### config.mk
export PLATFORM = sky130hd
export DESIGN_NAME = tcd_sqrt
export DESIGN_NICKNAME = d
export VERILOG_FILES = /design/src/rtl/tcd_sqrt.sv
export SDC_FILE = /design/constraint.sdc
export NUM_CORES = 2
export LEC_CHECK = 0
export ABC_AREA = 1
export BUFFER_PORTS_ARGS = -buffer_cell sky130_fd_sc_hd__buf_2
export CORE_AREA = 2 2 503 355
export DETAILED_ROUTE_END_ITERATION = 12
export DIE_AREA = 0 0 505 357
export PLACE_DENSITY = 0.87
export SLEW_MARGIN = 20
export SYNTH_ARGS = -nofsm -noshare
export SYNTH_HDL_FRONTEND = slang
export SYNTH_SLANG_ARGS = --single-unit
### constraint.sdc
create_clock -name clk -period 2.9 [get_ports clk]
set_input_delay 0.29 -clock clk [delete_from_list [all_inputs] [get_ports clk]]
set_output_delay 0.29 -clock clk [all_outputs]
set_load 0.03 [all_outputs]
### src/rtl/tcd_sqrt.sv
// pipelined floor square root of d * 2^36, one result bit per stage
`timescale 1ns / 1ps
module tcd_sqrt (
	input  logic        clk,
	input  logic        en,
	input  logic [25:0] d,
	output logic [30:0] root
);
	localparam int STEPS = 31;

	logic [25:0] d_s    [0:STEPS-1];
	logic [32:0] rem_s  [0:STEPS-1];
	logic [30:0] root_s [0:STEPS-1];

	for (genvar k = 0; k < STEPS; k++) begin : g_bit
		localparam int PI = STEPS - 1 - k;
		logic [25:0] d_in;
		logic [32:0] rem_in;
		logic [30:0] root_in;
		logic [61:0] v;
		logic [34:0] r4;
		logic [34:0] trial;
		logic        ge;
		if (k == 0) begin : g_first
			assign d_in    = d;
			assign rem_in  = '0;
			assign root_in = '0;
		end else begin : g_next
			assign d_in    = d_s[k-1];
			assign rem_in  = rem_s[k-1];
			assign root_in = root_s[k-1];
		end
		assign v     = {d_in, 36'd0};
		assign r4    = {rem_in, v[2*PI+1 -: 2]};
		assign trial = {2'b00, root_in, 2'b01};
		assign ge    = (r4 >= trial);
		always_ff @(posedge clk) begin
			if (en) begin
				d_s[k]    <= d_in;
				rem_s[k]  <= ge ? 33'(r4 - trial) : 33'(r4);
				root_s[k] <= {root_in[29:0], ge};
			end
		end
	end

	assign root = root_s[STEPS-1];

endmodule

==> qor_table.md <==
| Quantity | Value | Unit |
|---|---|---|
| Input/output buffers | 58 | - |
| Routed len/inst | 18.27 | µm |
| WP data arrival | 3.23 | ns |
| Peak supply drop | 622.6 | µV |
| Proportion of layout cells with a drive suffix above 1 | 0.04602 | - |
| Max Fanout on Critical Path | 24 | - |
| Register area | 47360 | µm² |
| Global-route wire length before repair | 465.3 | mm |
| Detailed router's first-iteration violation count | 13190 | - |
| Ranking of synthesized cells by instance count | nand2_1 (4726), inv_1 (2556), edfxtp_1 (1577) | - |
| Post-layout worst setup margin | 0.1927 | ns |
| Maximum count of clock buffers along a single path | 3 | - |
| Number of flops mapped to enable cells by yosys | 1577 | - |
| Min-delay worst type | in2reg | - |
| Leakage | 0.05540 | µW |
| Antenna violations before repair | 6 | - |
| Post-DRT Antenna Nets | 0 | - |
| Post-CTS setup repair buffer count | 0 | - |
| Syn nets | 14280 | - |
| Critical path startpoint category | register | - |
| DRC violation count after routing | 0 | - |
| Most frequently used cell type in the post-synthesis netlist | nand2_1 | - |
| Total Die Area | 180300 | µm² |
| Slew @ Worst Pin | 0.6618 | ns |
| Hold Slack | 0.1797 | ns |
| Final HPWL DP | 238.4 | mm |
| Post-synth top area cell | edfxtp_1 | - |
| Unrepaired setup endpoints after global routing | no | - |
| Site Rows | 129 | - |
| Power density normalized to cell area | 650.7 | nW/µm² |
| Number of vias per cell after detailed routing | 5.604 | - |
| Synth warn | 0 | - |
| Series of cell instances along the critical path | inv_1 -> ha_1 -> nand2_1 -> inv_1 -> nand2_1 -> nand2_1 -> nand2_1 -> nand3_2 -> nand2_1 -> nand2_1 -> nand2_1 -> nand2_2 -> buf_12 -> nand2_1 -> o21ai_0 | - |
| Horizontal die dimension | 505 | µm |
| Largest net degree at the start of global routing | 96 | - |
| Final min period | 2.707 | ns |
| Clock slew seen by the registers of the worst setup and hold paths | 0.07 | ns |
| Req. time, crit path | 3.42 | ns |
| Via count | 92380 | - |
| Total detailed-routing wirelength | 301.2 | mm |
| Number of H-tree branching levels | 4 | - |
| Number of filler cells placed in the layout | 15020 | - |
| Diodes inserted | 0 | - |
| Critical Path Sink Type | register | - |
| Max-Slew Margin vs Limit | 0.5588 | - |
| Number of global-route vias before repair | 82780 | - |
| Share of the synthesized area in the top cell type | 0.4511 | - |
| Sinks on Clock Net | 1577 | - |
| Most common cell type on the critical path | nand2_1 | - |
| Initial cell density of the core | 0.5977 | - |
| Post-route standard cell area excluding fillers | 114100 | µm² |
| Overflow left after global routing | 0 | - |
| Insertion delay of the later-clocked pin in the worst-skew pair | 0.83 | ns |
| Distinct cell type count after synthesis | 55 | - |
| Synthesis-to-layout area growth | 8.692 | % |
| Register bit total from synthesis | 1577 | - |
| TritonCTS clock tree | yes | - |
| Max-slew violation count | 0 | - |
| Max frequency | 369.4 | MHz |
| Worst setup slack after placement | 0.2851 | ns |
| Placement-stage cell area | 108600 | µm² |
| Area of the placeable core | 175600 | µm² |
| Routability-driven placement congestion ratio | 1.037 | - |
| Logic depth of the worst setup path including buffers | 15 | - |
| Top cells by area, synth | edfxtp_1 (45%), nand2_1 (17%), inv_1 (9.1%), ha_1 (5.9%), nand3_1 (5.2%) | - |
| Min-Delay Path Depth | 2 | - |
| Dominant delay contributor by cell family on the critical path | simple AND/OR/NAND/NOR gates | - |
| Buffer and inverter count on the worst path | 3 | - |
| Accumulated negative setup slack | 0 | ns |
| Number of detailed-route iterations in the first pass | 8 | - |
| Setup violation total in the final timing report | 0 | - |
| Cells after Synth | 13740 | - |
| Die span in y | 357 | µm |
| Total CTS buffers | 155 | - |
| Maximum single-stage delay on the critical path | 0.59 | ns |
| Worst Skew | 0.04091 | ns |
| Cell with the largest stage delay on the worst path | edfxtp_1 | - |
| Ys flop type | edfxtp_1 | - |
| Fin util | 0.6497 | - |
| Cell area after synthesis | 105000 | µm² |
| Final Hold Fails | 0 | - |
| Avg Inst Size Synth | 7.638 | µm² |
| Maximum capacitance violations | 0 | - |
| Total global routing track utilization | 0.3267 | - |
| Post-route fraction of the period consumed by the critical path | 0.9335 | - |
| Type of the setup path with the least slack | reg2reg | - |
| Result of the run | complete, no violations | - |
| Root Buffer Master | clkbuf_16 | - |
| Multi-input gate area | 46840 | µm² |
| Proportion of register bits with asynchronous set or reset after synthesis | 0 | - |
| # nets final | 14540 | - |
| Count of cells along the worst register-to-register path | 15 | - |
| IO Pins | 59 | - |
| Seq/Total Area, Yosys | 0.4511 | - |
## worst paths after layout
path	slack [ns]	start	endpoint
setup / recovery	0.19	root_s[10][4]	rem_s[10][36]
hold / removal	0.18	d[7]	d_s[0][7]
setup reg to reg	0.19	root_s[10][4]	rem_s[10][36]
hold reg to reg	0.41	d_s[1][14]	d_s[1][40]
## metrics by stage
stage,instances,total power [µW]
after floorplan,13740,45540
after global placement,16170,52380
after detailed placement,16170,52660
after CTS,16480,73660
after global routing,16480,78020
final,16480,74240
## per-layer routing
metal  global-route usage  part of all wire  vias to the layer above
met2               0.4627              0.40                     5227
met3              0.07798              0.13                      475
met4              0.07305             0.022                        2
met1               0.5041              0.44                    42160
met5                    0          0.000027                        -
li1                     -                 -                    44510
## sequential cells by signal, summed over array words and instances, names as in the netlist
name    cells
rem_s     942
d_s       156
root_s    479
## what timing repair did
action,in CTS,in global routing
gates resized for setup,0,0
hold buffers,28,0
endpoints found under the hold margin,57,0
## power by group
group / switching [µW] / internal (µW) / leakage, µW / total, µW
sequential: 2640 / 28800 / 0.0147 / 31500
clock: 9220 / 11800 / 0.00250 / 21000
combinational: 14800 / 6970 / 0.0382 / 21700
total: 26600 / 47600 / 0.0554 / 74200
## placed cells by master (no fill, tap or decap), types with 28 or more instances in the layout
cell type and n:
nand2_1 4726, inv_1 2556, edfxtp_1 1577, nand3_1 1092
nor2_1 1083, ha_1 493, a21oi_1 490, xor2_1 263
nand4_1 248, o21ai_0 221, nor3_1 200, clkbuf_16 159
buf_4 134, xnor2_1 114, nand3b_1 95, and2_1 61
buf_2 57, or2_2 44, o21ai_1 40, nand2_2 33
nor2_2 33, clkinv_1 31, o21bai_1 28, dlygate4sd3_1 28
## worst register-to-register path: cells and delay by family, from the launching register on
kind,cells,cell delay [ns]
AO/OA/AOI/OAI,1,0.09
AND/OR/NAND/NOR,10,1.05
buffers and inverters,3,0.36
adder cells (fa/ha/maj),1,0.35
flip-flops,1,0.59
## area by class of cell
type / count / area share
multi-input cells: 9449 / 0.4105
clock inverters: 98 / 0.009695
inverters: 2572 / 0.08466
flip-flops and latches: 1577 / 0.4151
clock buffers: 183 / 0.03566
well taps: 2358 / 0.02586
repair buffers: 246 / 0.01851
## cells by family (layout without fill, tap and decap cells)
group,after synthesis,in the layout,share of synthesized area
AND/OR/NAND/NOR,7715,7715,0.3094
buffers and inverters,2716,3099,0.1027
flip-flops,1577,1577,0.4511
AO/OA/AOI/OAI,846,846,0.04326
adder cells (fa/ha/maj),510,510,0.06201
XOR/XNOR,377,377,0.03146
other,1,1,0.00003573
Power figures use the tool's default switching activity.
